===== config.mk =====
export PLATFORM = sky130hd
export DESIGN_NAME = display_buffer_release_tracker
export DESIGN_NICKNAME = d
export VERILOG_FILES = /design/src/rtl/drt_pkg.sv /design/src/rtl/display_buffer_release_tracker.sv /design/src/rtl/drt_ring.sv /design/src/rtl/drt_ctrl.sv
export VERILOG_INCLUDE_DIRS = /design/src /design/src/rtl
export SDC_FILE = /design/constraint.sdc
export NUM_CORES = 1
export LEC_CHECK = 0
export ABC_AREA = 0
export ABC_CLOCK_PERIOD_IN_PS = 4000
export BUFFER_PORTS_ARGS = -buffer_cell sky130_fd_sc_hd__buf_4
export CAP_MARGIN = 20
export CORE_UTILIZATION = 54
export CTS_CLUSTER_DIAMETER = 50
export DETAILED_ROUTE_END_ITERATION = 6
export HOLD_SLACK_MARGIN = 0.12
export MAX_ROUTING_LAYER = met4
export PLACE_DENSITY = 0.82
export SYNTH_ARGS = -nofsm -noshare
export SYNTH_HDL_FRONTEND = slang
export SYNTH_HIERARCHICAL = 1
export SYNTH_SLANG_ARGS = --single-unit

===== constraint.sdc =====
create_clock -name clk_i -period 4 [get_ports clk_i]
set_input_delay 0.6 -clock clk_i [delete_from_list [all_inputs] [get_ports clk_i]]
set_output_delay 0.6 -clock clk_i [all_outputs]
set_load 0.02 [all_outputs]

===== src/rtl/assert_macros.svh =====
// ----------------------------------------------------------------------------
// Assertion macros
// Shared concurrent assertion helpers for the release tracker.
// ----------------------------------------------------------------------------
`ifndef ASSERT_MACROS_SVH
`define ASSERT_MACROS_SVH

// Property must hold at every clock edge outside reset.
`define DRT_ASSERT(label, clk, rst_n, prop, msg) \
  label: assert property (@(posedge clk) disable iff (!rst_n) (prop)) \
    else $error(msg);

// Expression must never be true outside reset.
`define DRT_ASSERT_NEVER(label, clk, rst_n, expr, msg) \
  label: assert property (@(posedge clk) disable iff (!rst_n) !(expr)) \
    else $error(msg);

`endif


===== src/rtl/drt_pkg.sv =====
// ----------------------------------------------------------------------------
// drt_pkg
// Types and constants shared by the display buffer release tracker.
// ----------------------------------------------------------------------------
package drt_pkg;

  localparam int unsigned MAX_SLOTS = 4;
  localparam int unsigned SLOT_W    = 2;
  localparam int unsigned PCNT_W    = 4;

  typedef enum logic [1:0] {
    MODE_PRESENT = 2'd0,
    MODE_SCANOUT = 2'd1,
    MODE_POOLRST = 2'd2,
    MODE_UNUSED  = 2'd3
  } mode_e;

  typedef enum logic [1:0] {
    ST_IDLE,
    ST_RD,
    ST_POP,
    ST_DONE
  } state_e;

  typedef struct packed {
    logic [PCNT_W-1:0] pending_count;
    logic              present_dropped;
    logic [SLOT_W-1:0] release_slot;
    logic              release_valid;
    logic              last;
  } beat_t;

endpackage


===== src/rtl/display_buffer_release_tracker.sv =====
// ----------------------------------------------------------------------------
// display_buffer_release_tracker
// Tracks buffer slots queued for scanout and hands back displayed slots.
// ----------------------------------------------------------------------------
// After acceptance an event passes an ST_RD and an ST_POP state for each
// entry popped from the pending ring (a scanout pops at most one, a present
// drains to one below the drain limit), then ST_DONE, where its last result
// beat is loaded into the output register. Each pop needs both states since
// the ring is a synchronous memory with registered read data: the read is
// issued in ST_RD, the release decision and head advance follow in ST_POP.
// One event is in flight at a time; the sequencer can take the next event in
// the cycle after the final beat is loaded. The output register lets the next
// event be accepted while the final beat of the previous one waits for the
// sink; any beat that finds the register still full stalls the sequencer
// until the sink takes it. An event gives one beat per released slot, or a
// single empty beat, and tlast marks its final beat.
`include "assert_macros.svh"

module display_buffer_release_tracker
  import drt_pkg::*;
#(
  parameter int unsigned QUEUE_DEPTH = 8
) (
  input  logic       clk_i,
  input  logic       rst_ni,
  input  logic       cfg_we_i,
  input  logic [2:0] cfg_wdata_i,     // slot_count
  input  logic       s_axis_tvalid,
  output logic       s_axis_tready,
  input  logic [7:0] s_axis_tdata,    // [2:0] slot, [7:3] zero
  input  logic [1:0] s_axis_tuser,    // [1:0] mode
  output logic       m_axis_tvalid,
  input  logic       m_axis_tready,
  output logic [7:0] m_axis_tdata,    // [0] release_valid, [2:1] release_slot,
                                      // [3] present_dropped, [7:4] pending_count
  output logic       m_axis_tlast     // last
);

  localparam int unsigned AW = $clog2(QUEUE_DEPTH);
  localparam int unsigned CW = $clog2(QUEUE_DEPTH + 1);

  logic [2:0]        slot_count_q, slot_count_d;
  logic              out_valid_q, out_valid_d;
  beat_t             out_beat_q, out_beat_d;

  logic              emit_valid;
  logic              emit_ready;
  beat_t             emit_beat;
  logic [CW-1:0]     ring_count;
  logic              mem_rd_en;
  logic [AW-1:0]     mem_rd_addr;
  logic [SLOT_W-1:0] mem_rd_data;
  logic              mem_wr_en;
  logic [AW-1:0]     mem_wr_addr;
  logic [SLOT_W-1:0] mem_wr_data;

  // Saturate the slot count into 1..MAX_SLOTS.
  always_comb begin
    slot_count_d = slot_count_q;
    if (cfg_we_i) begin
      if (cfg_wdata_i == 3'd0) begin
        slot_count_d = 3'd1;
      end else if (4'(cfg_wdata_i) > 4'(MAX_SLOTS)) begin
        slot_count_d = 3'(MAX_SLOTS);
      end else begin
        slot_count_d = cfg_wdata_i;
      end
    end
  end

  assign emit_ready = !out_valid_q || m_axis_tready;

  always_comb begin
    out_valid_d = out_valid_q;
    out_beat_d  = out_beat_q;
    if (emit_valid && emit_ready) begin
      out_valid_d = 1'b1;
      out_beat_d  = emit_beat;
    end else if (m_axis_tready) begin
      out_valid_d = 1'b0;
    end
  end

  always_ff @(posedge clk_i or negedge rst_ni) begin
    if (!rst_ni) begin
      slot_count_q <= 3'd3;
      out_valid_q  <= 1'b0;
    end else begin
      slot_count_q <= slot_count_d;
      out_valid_q  <= out_valid_d;
    end
  end

  always_ff @(posedge clk_i) begin
    out_beat_q <= out_beat_d;
  end

  drt_ctrl #(
    .QUEUE_DEPTH (QUEUE_DEPTH),
    .AW          (AW),
    .CW          (CW)
  ) u_ctrl (
    .clk_i         (clk_i),
    .rst_ni        (rst_ni),
    .in_valid_i    (s_axis_tvalid),
    .in_ready_o    (s_axis_tready),
    .in_mode_i     (s_axis_tuser),
    .in_slot_i     (s_axis_tdata[2:0]),
    .slot_count_i  (slot_count_q),
    .mem_rd_en_o   (mem_rd_en),
    .mem_rd_addr_o (mem_rd_addr),
    .mem_rd_data_i (mem_rd_data),
    .mem_wr_en_o   (mem_wr_en),
    .mem_wr_addr_o (mem_wr_addr),
    .mem_wr_data_o (mem_wr_data),
    .emit_valid_o  (emit_valid),
    .emit_beat_o   (emit_beat),
    .emit_ready_i  (emit_ready),
    .ring_count_o  (ring_count)
  );

  drt_ring #(
    .DEPTH (QUEUE_DEPTH),
    .AW    (AW)
  ) u_ring (
    .clk_i     (clk_i),
    .wr_en_i   (mem_wr_en),
    .wr_addr_i (mem_wr_addr),
    .wr_data_i (mem_wr_data),
    .rd_en_i   (mem_rd_en),
    .rd_addr_i (mem_rd_addr),
    .rd_data_o (mem_rd_data)
  );

  assign m_axis_tvalid = out_valid_q;
  assign m_axis_tdata  = {out_beat_q.pending_count, out_beat_q.present_dropped,
                          out_beat_q.release_slot, out_beat_q.release_valid};
  assign m_axis_tlast  = out_beat_q.last;

  `DRT_ASSERT(a_count_bound, clk_i, rst_ni, ring_count <= CW'(QUEUE_DEPTH - 1), "ring over limit")
  `DRT_ASSERT(a_one_event, clk_i, rst_ni, (s_axis_tvalid && s_axis_tready) |=> !s_axis_tready, "second event taken while busy")
  `DRT_ASSERT(a_last_frees, clk_i, rst_ni, (emit_valid && emit_ready && emit_beat.last) |=> s_axis_tready, "sequencer not idle after final beat")
  `DRT_ASSERT_NEVER(a_slot_count_zero, clk_i, rst_ni, slot_count_q == 3'd0, "slot count is zero")

endmodule


===== src/rtl/drt_ring.sv =====
// ----------------------------------------------------------------------------
// drt_ring
// Pending slot ring: one write port, one read port, registered read data.
// ----------------------------------------------------------------------------
module drt_ring
  import drt_pkg::*;
#(
  parameter int unsigned DEPTH = 8,
  parameter int unsigned AW    = 3
) (
  input  logic              clk_i,
  input  logic              wr_en_i,
  input  logic [AW-1:0]     wr_addr_i,
  input  logic [SLOT_W-1:0] wr_data_i,
  input  logic              rd_en_i,
  input  logic [AW-1:0]     rd_addr_i,
  output logic [SLOT_W-1:0] rd_data_o
);

  logic [SLOT_W-1:0] mem_q [DEPTH];
  logic [SLOT_W-1:0] rd_data_q;

  always_ff @(posedge clk_i) begin
    if (wr_en_i) begin
      mem_q[wr_addr_i] <= wr_data_i;
    end
  end

  // Read data holds until the next read enable.
  always_ff @(posedge clk_i) begin
    if (rd_en_i) begin
      rd_data_q <= mem_q[rd_addr_i];
    end
  end

  assign rd_data_o = rd_data_q;

endmodule


===== src/rtl/drt_ctrl.sv =====
// ----------------------------------------------------------------------------
// drt_ctrl
// Event sequencer: drains, pops and appends the pending ring and builds the
// result beats, one pending release held back to learn which one is last.
// ----------------------------------------------------------------------------
module drt_ctrl
  import drt_pkg::*;
#(
  parameter int unsigned QUEUE_DEPTH = 8,
  parameter int unsigned AW          = 3,
  parameter int unsigned CW          = 4
) (
  input  logic              clk_i,
  input  logic              rst_ni,
  input  logic              in_valid_i,
  output logic              in_ready_o,
  input  logic [1:0]        in_mode_i,
  input  logic [2:0]        in_slot_i,
  input  logic [2:0]        slot_count_i,
  output logic              mem_rd_en_o,
  output logic [AW-1:0]     mem_rd_addr_o,
  input  logic [SLOT_W-1:0] mem_rd_data_i,
  output logic              mem_wr_en_o,
  output logic [AW-1:0]     mem_wr_addr_o,
  output logic [SLOT_W-1:0] mem_wr_data_o,
  output logic              emit_valid_o,
  output beat_t             emit_beat_o,
  input  logic              emit_ready_i,
  output logic [CW-1:0]     ring_count_o
);

  localparam int unsigned SW = CW + 1;

  state_e            state_q, state_d;
  logic [CW-1:0]     count_q, count_d;
  logic [AW-1:0]     head_q, head_d;
  logic              lat_valid_q, lat_valid_d;
  logic [SLOT_W-1:0] lat_slot_q, lat_slot_d;
  logic              held_valid_q, held_valid_d;
  logic [SLOT_W-1:0] held_slot_q, held_slot_d;
  logic [CW-1:0]     tgt_q, tgt_d;
  logic [CW-1:0]     fin_q, fin_d;
  logic              dropped_q, dropped_d;
  logic              append_q, append_d;
  logic [SLOT_W-1:0] slot_q, slot_d;

  logic [CW-1:0]     thr;
  logic [CW-1:0]     lim;
  logic [CW-1:0]     drain_tgt;
  logic              accept;
  logic              rel;
  logic              pop_go;
  logic              done_go;
  logic [AW-1:0]     head_inc;
  logic [SW-1:0]     tail_sum;
  logic [AW-1:0]     tail_addr;
  logic [CW-1:0]     count_dec;

  // Drain limit: the lower of the slot threshold and one short of full.
  assign thr       = (slot_count_i > 3'd2) ? (CW'(slot_count_i) - CW'(1)) : CW'(2);
  assign lim       = (thr < CW'(QUEUE_DEPTH - 1)) ? thr : CW'(QUEUE_DEPTH - 1);
  assign drain_tgt = (count_q >= lim) ? (lim - CW'(1)) : count_q;

  assign accept    = (state_q == ST_IDLE) && in_valid_i;
  assign rel       = lat_valid_q && (lat_slot_q != mem_rd_data_i);
  assign pop_go    = !(rel && held_valid_q) || emit_ready_i;
  assign done_go   = emit_ready_i;
  assign count_dec = count_q - CW'(1);

  assign head_inc  = (head_q == AW'(QUEUE_DEPTH - 1)) ? '0 : (head_q + AW'(1));
  assign tail_sum  = SW'(head_q) + SW'(count_q);
  assign tail_addr = (tail_sum >= SW'(QUEUE_DEPTH)) ? AW'(tail_sum - SW'(QUEUE_DEPTH))
                                                    : AW'(tail_sum);

  // Next state
  always_comb begin
    state_d = state_q;
    case (state_q)
      ST_IDLE: begin
        if (accept) begin
          case (mode_e'(in_mode_i))
            MODE_PRESENT: begin
              if ((in_slot_i < slot_count_i) && (count_q > drain_tgt)) begin
                state_d = ST_RD;
              end else begin
                state_d = ST_DONE;
              end
            end
            MODE_SCANOUT: begin
              state_d = (count_q != '0) ? ST_RD : ST_DONE;
            end
            default: state_d = ST_DONE;
          endcase
        end
      end
      ST_RD: state_d = ST_POP;
      ST_POP: begin
        if (pop_go) begin
          state_d = (count_dec > tgt_q) ? ST_RD : ST_DONE;
        end
      end
      ST_DONE: begin
        if (done_go) begin
          state_d = ST_IDLE;
        end
      end
      default: state_d = ST_IDLE;
    endcase
  end

  // Outputs
  always_comb begin
    in_ready_o    = (state_q == ST_IDLE);
    mem_rd_en_o   = (state_q == ST_RD);
    mem_rd_addr_o = head_q;
    mem_wr_en_o   = (state_q == ST_DONE) && done_go && append_q;
    mem_wr_addr_o = tail_addr;
    mem_wr_data_o = slot_q;
    emit_valid_o  = 1'b0;
    emit_beat_o   = '0;
    emit_beat_o.pending_count = PCNT_W'(fin_q);
    case (state_q)
      ST_POP: begin
        emit_valid_o               = rel && held_valid_q;
        emit_beat_o.release_valid  = 1'b1;
        emit_beat_o.release_slot   = held_slot_q;
      end
      ST_DONE: begin
        emit_valid_o                = 1'b1;
        emit_beat_o.release_valid   = held_valid_q;
        emit_beat_o.release_slot    = held_valid_q ? held_slot_q : '0;
        emit_beat_o.present_dropped = dropped_q;
        emit_beat_o.last            = 1'b1;
      end
      default: ;
    endcase
  end

  // Register updates
  always_comb begin
    count_d      = count_q;
    head_d       = head_q;
    lat_valid_d  = lat_valid_q;
    lat_slot_d   = lat_slot_q;
    held_valid_d = held_valid_q;
    held_slot_d  = held_slot_q;
    tgt_d        = tgt_q;
    fin_d        = fin_q;
    dropped_d    = dropped_q;
    append_d     = append_q;
    slot_d       = slot_q;
    case (state_q)
      ST_IDLE: begin
        if (accept) begin
          held_valid_d = 1'b0;
          dropped_d    = 1'b0;
          append_d     = 1'b0;
          slot_d       = in_slot_i[SLOT_W-1:0];
          tgt_d        = count_q;
          fin_d        = count_q;
          case (mode_e'(in_mode_i))
            MODE_PRESENT: begin
              if (in_slot_i >= slot_count_i) begin
                dropped_d = 1'b1;
              end else begin
                append_d = 1'b1;
                tgt_d    = drain_tgt;
                fin_d    = drain_tgt + CW'(1);
              end
            end
            MODE_SCANOUT: begin
              if (count_q != '0) begin
                tgt_d = count_dec;
                fin_d = count_dec;
              end
            end
            MODE_POOLRST: begin
              count_d     = '0;
              head_d      = '0;
              lat_valid_d = 1'b0;
              fin_d       = '0;
            end
            default: ;
          endcase
        end
      end
      ST_POP: begin
        if (pop_go) begin
          head_d      = head_inc;
          count_d     = count_dec;
          lat_slot_d  = mem_rd_data_i;
          lat_valid_d = 1'b1;
          // Replace the held release; the old one left as a non-final beat.
          if (rel) begin
            held_valid_d = 1'b1;
            held_slot_d  = lat_slot_q;
          end
        end
      end
      ST_DONE: begin
        if (done_go && append_q) begin
          count_d = count_q + CW'(1);
        end
      end
      default: ;
    endcase
  end

  always_ff @(posedge clk_i or negedge rst_ni) begin
    if (!rst_ni) begin
      state_q      <= ST_IDLE;
      count_q      <= '0;
      head_q       <= '0;
      lat_valid_q  <= 1'b0;
      lat_slot_q   <= '0;
      held_valid_q <= 1'b0;
    end else begin
      state_q      <= state_d;
      count_q      <= count_d;
      head_q       <= head_d;
      lat_valid_q  <= lat_valid_d;
      lat_slot_q   <= lat_slot_d;
      held_valid_q <= held_valid_d;
    end
  end

  always_ff @(posedge clk_i) begin
    held_slot_q <= held_slot_d;
    tgt_q       <= tgt_d;
    fin_q       <= fin_d;
    dropped_q   <= dropped_d;
    append_q    <= append_d;
    slot_q      <= slot_d;
  end

  assign ring_count_o = count_q;

endmodule


==> results.yml, run 1 <==
outcome:
  status: "completed"
flow_run:
  drv_cap: 0
global_route:
  grt_pass1_vias: 2561
  grt_antenna_before_repair: 0
  grt-ovfl-total: 0
  grt.total_usage_pct: 22.99
  grt_max_degree: 23
  grt_pass1_wl_um: 12100
pwr:
  switchingPower_mw: 1.303
  p_total_mw: 3.094
  p_comb_share_pct: 50.8
  p_int_mw: 1.791
  p_leak_nw: 1.622
  switching_share_pct: 42.13
  pwr-share-seq_pct: 34.0
  p_per_area_mw_per_mm2: 772.8
  irDropWorstVdd_v: 0.0005271
  power_frac_clock_pct: 15.1
sta:
  post-route-period-util_pct: 93.42
  layout_min_cycle_time_ps: 3737
  relSlewSlack_pct: 51.91
  timing.final.ws_setup_ps: 263.3
  tightest_slew_ps: 713.9
  rsz0062_at_grt: "false"
  fin_skew_ps: 17.66
  slew_viol_final: 0
  finalHoldViolCount: 0
  setup_violations: 0
  fmax_mhz: 267.6
  setup_tns_ps: 0
critical_path:
  worstPathCellList: "inv_1 > ha_1 > nor2b_2 > nor2_1 > nor2_2 > ha_1 > nand2b_4 > a2111oi_4 > or2_1 > mux2i_1 > ha_1 > a21oi_1 > or3_1 > a211o_2 > a31oi_2 > o21ai_0"
  slowest_stage: "dfstp_2"
  required_ps: 4200
  crit_path_end_kind: "register"
  critPathLaunchType: "register"
  path_class: "reg2reg"
  cpPeakStageDelay_ps: 560
  worstPathArrival_ps: 3940
  cpMostUsedCell: "ha_1"
  cp_max_fo: 4
clock_network:
  cts_max_path_buffers: 2
  htree_levels: 3
  cts-buffers-inserted: 9
  path_clk_slew_ps: 70
  clockRootBuffer: "clkbuf_8"
  cts_tree: "yes"
  clock-sinks: 58
  insertion_delay_ps: 350
final_layout:
  drive_above_1_share_pct: 20.17
  n_antenna_cell: 0
  fin_area_mm2: 0.004004
  layout.nets: 398
  syn_to_final_growth_pct: 13.43
  fill_cells: 503
  register_area_mm2: 0.001659
  multi_input_area_mm2: 0.001730
yosys:
  ys_seq_area_share_pct: 47.00
  synth_top_family_by_area: "compound AO/OA/AOI/OAI gates"
  ys_ff_latch: 58
  synth-compound-area-share_pct: 16.80
  synthXorXnorAreaFrac_pct: 1.985
  synthFlopType: "edfxtp_1"
  async_reset_ff_share_pct: 29.31
  synth-edff-count: 41
  netlist_instances: 326
  yosys.area_share.simple_pct: 15.14
  ys_warn_count: 6
  syn-num-nets: 367
  syn_avg_cell_area_um2: 10.83
  synth_mux_area_share_pct: 6.168
  syn_area_mm2: 0.003530
  synthAdderAreaFrac_pct: 8.366
  ys_types: 66
die:
  die_y_um: 82.85
  start_util_pct: 55.91
  coreArea_mm2: 0.006314
  rows: 29
  dieArea_mm2: 0.006863
  die-width_um: 82.85
  io_pins: 29
routing:
  first_iter_violations: 368
  wl_per_cell_um: 16.30
  ant_nets: 0
  via_per_inst: 5.989
  via_count: 2629
  drt-pass1-iter-count: 4
  routed_wl_um: 7154
  drc: 0
placement:
  post-place-ws_ps: 157.8
  placed_area_mm2: 0.003797
  dpl.hpwl_um: 5179
  finalWeightedCongestion: 0.9121
  port_buffers: 23
hold_path:
  hp-class: "reg2reg"
## through the flow
step	hold slack, ps	utilization (%)	instances
3_5_place_dp	409.3	60.15	420
6_report	428.5	63.42	439
4_1_cts	123.5	62.84	436
3_3_place_gp	400.8	60.15	420
2_1_floorplan	304.4	-	326
5_1_grt	430.0	63.42	439
## power groups by stage
stage | Sequential, mW | Clock, mW | Combinational [mW]
2_1_floorplan | 1.03 | 0 | 1.16
3_3_place_gp | 1.06 | 0 | 1.48
3_5_place_dp | 1.07 | 0 | 1.54
4_1_cts | 1.05 | 0.477 | 1.55
5_1_grt | 1.08 | 0.512 | 1.74
6_report | 1.05 | 0.467 | 1.57
## layout by cell type, fill, tap and decap left out, types with 4 or more instances in the layout
master and n:
a21oi_1 13, inv_1 24, dfrtp_1 15, o21ai_0 20, nor2b_1 9, o211ai_1 4
and2_1 5, edfxtp_1 41, mux2_2 6, clkbuf_8 9, a21o_1 4, nor2_1 20
nor3_1 7, xnor2_1 6, buf_4 33, nand2b_1 8, o22ai_1 4, ha_1 22
o31ai_1 5, mux4_1 4, nand2_1 30
## worst max-delay path: cells and delay by family, from the launching register on
kind                       cells  cell delay (ps)
and+or+nand+nor                6             1000
AOI/OAI and AO/OA              5             1090
muxes                          1              100
buffers and inverters          1               60
adders and majority gates      3              810
DFF                            1              560
## sequential cells by signal (all words and copies together), names as in the netlist, 2 cells and up
signal and count:
slot_count_q 3, u_ring/rd_data_o 2, u_ctrl/fin_q 4, u_ctrl/lat_slot_q 2, u_ctrl/tgt_q 4, u_ctrl/mem_wr_data_o 2, u_ring/mem_q 16, u_ctrl/mem_rd_addr_o 3
u_ctrl/state_q 2, m_axis_tdata 8, u_ctrl/ring_count_o 4, u_ctrl/held_slot_q 2
## what timing repair did
item,CTS,global route
endpoints found under the setup margin,0,1
endpoints found under the hold margin,0,2
buffers inserted,0,2
hold buffers,0,1
resized for setup,0,3
## layer usage
layer  wire length [um]  GRT usage (%)
met1               3077          28.49
met2               3606          36.96
met3                400          6.561
met4                 69          6.583
met5                  0              -
## cell families after synthesis
group,after synthesis
and+or+nand+nor,102
buffers and inverters,38
adders and majority gates,23
xor gates and xnor gates,8
other,1
muxes,14
DFF,58
AOI/OAI and AO/OA,82
## synthesized netlist by cell type, drive strengths merged, types with 3 or more instances
cell / count / area, um2
mux2: 7 / 82.57
o22ai: 4 / 25.02
and3: 3 / 18.77
a21o: 4 / 30.03
o21a: 3 / 22.52
edfxtp: 41 / 1231
a22o: 3 / 26.28
dfrtp: 15 / 375.4
a21oi: 13 / 65.06
nand2: 30 / 112.6
nor2b: 10 / 62.56
nand2b: 10 / 77.58
nor3: 7 / 35.03
o21ai: 22 / 113.9
clkbuf: 7 / 26.28
and2: 6 / 37.54
o211ai: 6 / 55.05
nand3: 3 / 15.01
mux2i: 3 / 30.03
ha: 22 / 275.3
or3: 3 / 18.77
buf: 7 / 40.03
inv: 24 / 90.09
xnor2: 6 / 52.55
o31ai: 5 / 37.54
mux4: 4 / 105.1
nor2: 21 / 78.83
## path summary, 6_finish.rpt
path	start	cells past startpoint	endpoint	slack, ps
max	slot_count_q[0]	16	u_ctrl/state_q[1]	260
min	u_ctrl/fin_q[3]	0	m_axis_tdata[7]	430
max reg2reg	slot_count_q[0]	16	u_ctrl/state_q[1]	260
min reg2reg	u_ctrl/fin_q[3]	0	m_axis_tdata[7]	430
max in group asynchronous	rst_ni	2	slot_count_q[0]	3060
min in group asynchronous	rst_ni	2	u_ctrl/ring_count_o[3]	660
## cell type report
type | count | area share, %
clock buffer | 9 | 3.094
timing repair buffer | 34 | 6.437
inverter | 24 | 2.250
sequential | 58 | 41.44
clock inverter | 7 | 1.156
tap | 77 | 2.406
multi-input combinational | 230 | 43.22
Note: power is estimated with default switching activity, not from simulation.
==> run 2, diff against run 1 <==
--- a/config.mk
+++ b/config.mk
@@ -7,15 +7,16 @@
 export NUM_CORES = 1
 export LEC_CHECK = 0
 export ABC_AREA = 0
-export ABC_CLOCK_PERIOD_IN_PS = 4000
+export ABC_CLOCK_PERIOD_IN_PS = 4200
 export BUFFER_PORTS_ARGS = -buffer_cell sky130_fd_sc_hd__buf_4
 export CAP_MARGIN = 20
-export CORE_UTILIZATION = 54
+export CORE_UTILIZATION = 60
 export CTS_CLUSTER_DIAMETER = 50
 export DETAILED_ROUTE_END_ITERATION = 6
 export HOLD_SLACK_MARGIN = 0.12
 export MAX_ROUTING_LAYER = met4
-export PLACE_DENSITY = 0.82
+export PLACE_DENSITY = 0.86
+export SLEW_MARGIN = 10
 export SYNTH_ARGS = -nofsm -noshare
 export SYNTH_HDL_FRONTEND = slang
 export SYNTH_HIERARCHICAL = 1
==> constraint.sdc (replaced) <==
create_clock -name clk_i -period 4.2 [get_ports clk_i]
set_input_delay 0.63 -clock clk_i [delete_from_list [all_inputs] [get_ports clk_i]]
set_output_delay 0.63 -clock clk_i [all_outputs]
set_load 0.02 [all_outputs]
==> run 2 against run 1 <==
Net effect:
- sequential cell count stayed put
- cell count is 2.5% lower
- largest cell class unchanged
- critical path depth stayed put
- core utilization is 8.5 points higher
- highest routed layer unchanged
==> results.yml, run 2 (same netlist as run 1, synthesis figures left out) <==
routing:
  drc: 0
  ant_nets: 0
  first_iter_violations: 303
  routed_wl_um: 7286
  via_per_inst: 6.224
  drt-pass1-iter-count: 5
  via_count: 2664
  wl_per_cell_um: 17.02
global_route:
  grt_pass1_wl_um: 11870
  grt_pass1_vias: 2597
  grt_max_degree: 23
  grt-ovfl-total: 0
  grt.total_usage_pct: 26.59
  grt_antenna_before_repair: 0
critical_path:
  critical_path_buf_inv_count: 1
  crit_family: "simple AND/OR/NAND/NOR gates"
  cpPeakStageDelay_ps: 570
  critPathLaunch: "slot_count_q[0]"
  path_class: "reg2reg"
  path_depth: 16
  r2r-end: "u_ctrl/state_q[1]"
  r2r-start: "slot_count_q[0]"
  crit_path_end_kind: "register"
  required_ps: 4400
  worstPathCellList: "inv_1 > ha_1 > nor2b_1 > nor2_1 > nor2_1 > ha_1 > nand2b_4 > a2111oi_4 > or2_1 > mux2i_2 > ha_4 > a21oi_1 > or3_1 > a211o_2 > a31oi_1 > o21ai_0"
  slowest_stage: "dfstp_2"
  critPathLaunchType: "register"
  rrSetupSlack_ps: 240
  crit_end: "u_ctrl/state_q[1]"
  rr_worst_depth: 16
  cp_max_fo: 5
  worstPathArrival_ps: 4160
pwr:
  p_total_mw: 3.069
  p_leak_nw: 1.624
  p_per_area_mw_per_mm2: 765.5
  irDropWorstVdd_v: 0.0003966
final_layout:
  final_cell_mix: "41 x edfxtp_1, 30 x nand2_1, 29 x buf_4, 24 x inv_1"
  final_common_cell: "edfxtp_1"
  register_area_mm2: 0.001659
  drive_above_1_share_pct: 19.10
  n_antenna_cell: 0
  fin_area_mm2: 0.004009
  largest_register: "u_ring/mem_q"
  fill_cells: 407
  largest_reg_flops: 16
  multi_input_area_mm2: 0.001735
  syn_to_final_growth_pct: 13.58
  layout.nets: 393
placement:
  placed_area_mm2: 0.003776
  port_buffers: 23
  dpl.hpwl_um: 5211
  finalWeightedCongestion: 0.9263
sta:
  finalHoldViolCount: 0
  tightest_slew_ps: 664.1
  setup_tns_ps: 0
  relSlewSlack_pct: 55.72
  rsz0062_at_grt: "false"
  fin_skew_ps: 5.166
  slew_viol_final: 0
  post-route-period-util_pct: 94.17
  setup_violations: 0
  fmax_mhz: 252.8
  layout_min_cycle_time_ps: 3955
clock_network:
  insertion_delay_ps: 330
  ctsResizeCount: 0
  cts_max_path_buffers: 2
  clockRootBuffer: "clkbuf_8"
  htree_levels: 3
  cts_setup_buffers: 0
  clock-sinks: 58
  ctsHoldBuffers: 0
  cts-buffers-inserted: 9
  path_clk_slew_ps: 70
  cts_tree: "yes"
die:
  dieArea_mm2: 0.006194
  die_y_um: 78.70
  io_pins: 29
  start_util_pct: 63.32
  coreArea_mm2: 0.005574
  rows: 27
  die-width_um: 78.70
flow_run:
  drv_cap: 0
hold_path:
  hp-class: "in2async"
outcome:
  status: "completed"
==> run 2: layout make-up <==
cell class,instances,share of cell area [%]
Timing Repair Buffer,29,5.431
Inverter,24,2.247
Tap cell,72,2.247
Clock buffer,10,3.433
Multi-Input combinational cell,230,43.29
Clock inverter,5,1.966
Sequential cell,58,41.39
==> run 2: through the flow <==
step                      worst slack [ps]  util, %  instances  hold WS (ps)
final                                245.0    71.92        428         163.8
after CTS                            210.1    71.63        428         151.1
after global placement               354.0    67.74        413         400.9
after global routing                 26.55    71.92        428         158.8
after floorplan                      441.0        -        326         334.4
after detailed placement             215.2    67.74        413         411.5
==> run 2: routing by layer <==
| metal | up-vias | share of wire [%] | GRT usage (%) |
|---|---|---|---|
| met5 | - | 0 | - |
| met4 | 0 | 1.7 | 12.22 |
| met3 | 8 | 5.3 | 7.011 |
| met2 | 85 | 49 | 42.00 |
| met1 | 1313 | 44 | 32.02 |
| li1 | 1258 | - | - |
==> run 2: worst min-delay path by stage <==
stage	from	end	slack [ps]	depth (start not counted)
global placement	u_ctrl/fin_q[2]	m_axis_tdata[6]	400	0
CTS	rst_ni	u_ctrl/ring_count_o[2]	150	1
detailed placement	u_ctrl/fin_q[0]	m_axis_tdata[4]	410	0
global route	rst_ni	u_ctrl/ring_count_o[2]	160	1
finish	rst_ni	u_ctrl/ring_count_o[2]	160	1
floorplan	rst_ni	m_axis_tvalid	330	0
==> run 2: report_power, final <==
group          total (mW)  switching [mW]  internal (mW)
sequential           1.01           0.180          0.826
clock               0.561           0.215          0.345
combinational        1.50           0.838          0.665
total                3.07            1.23           1.84
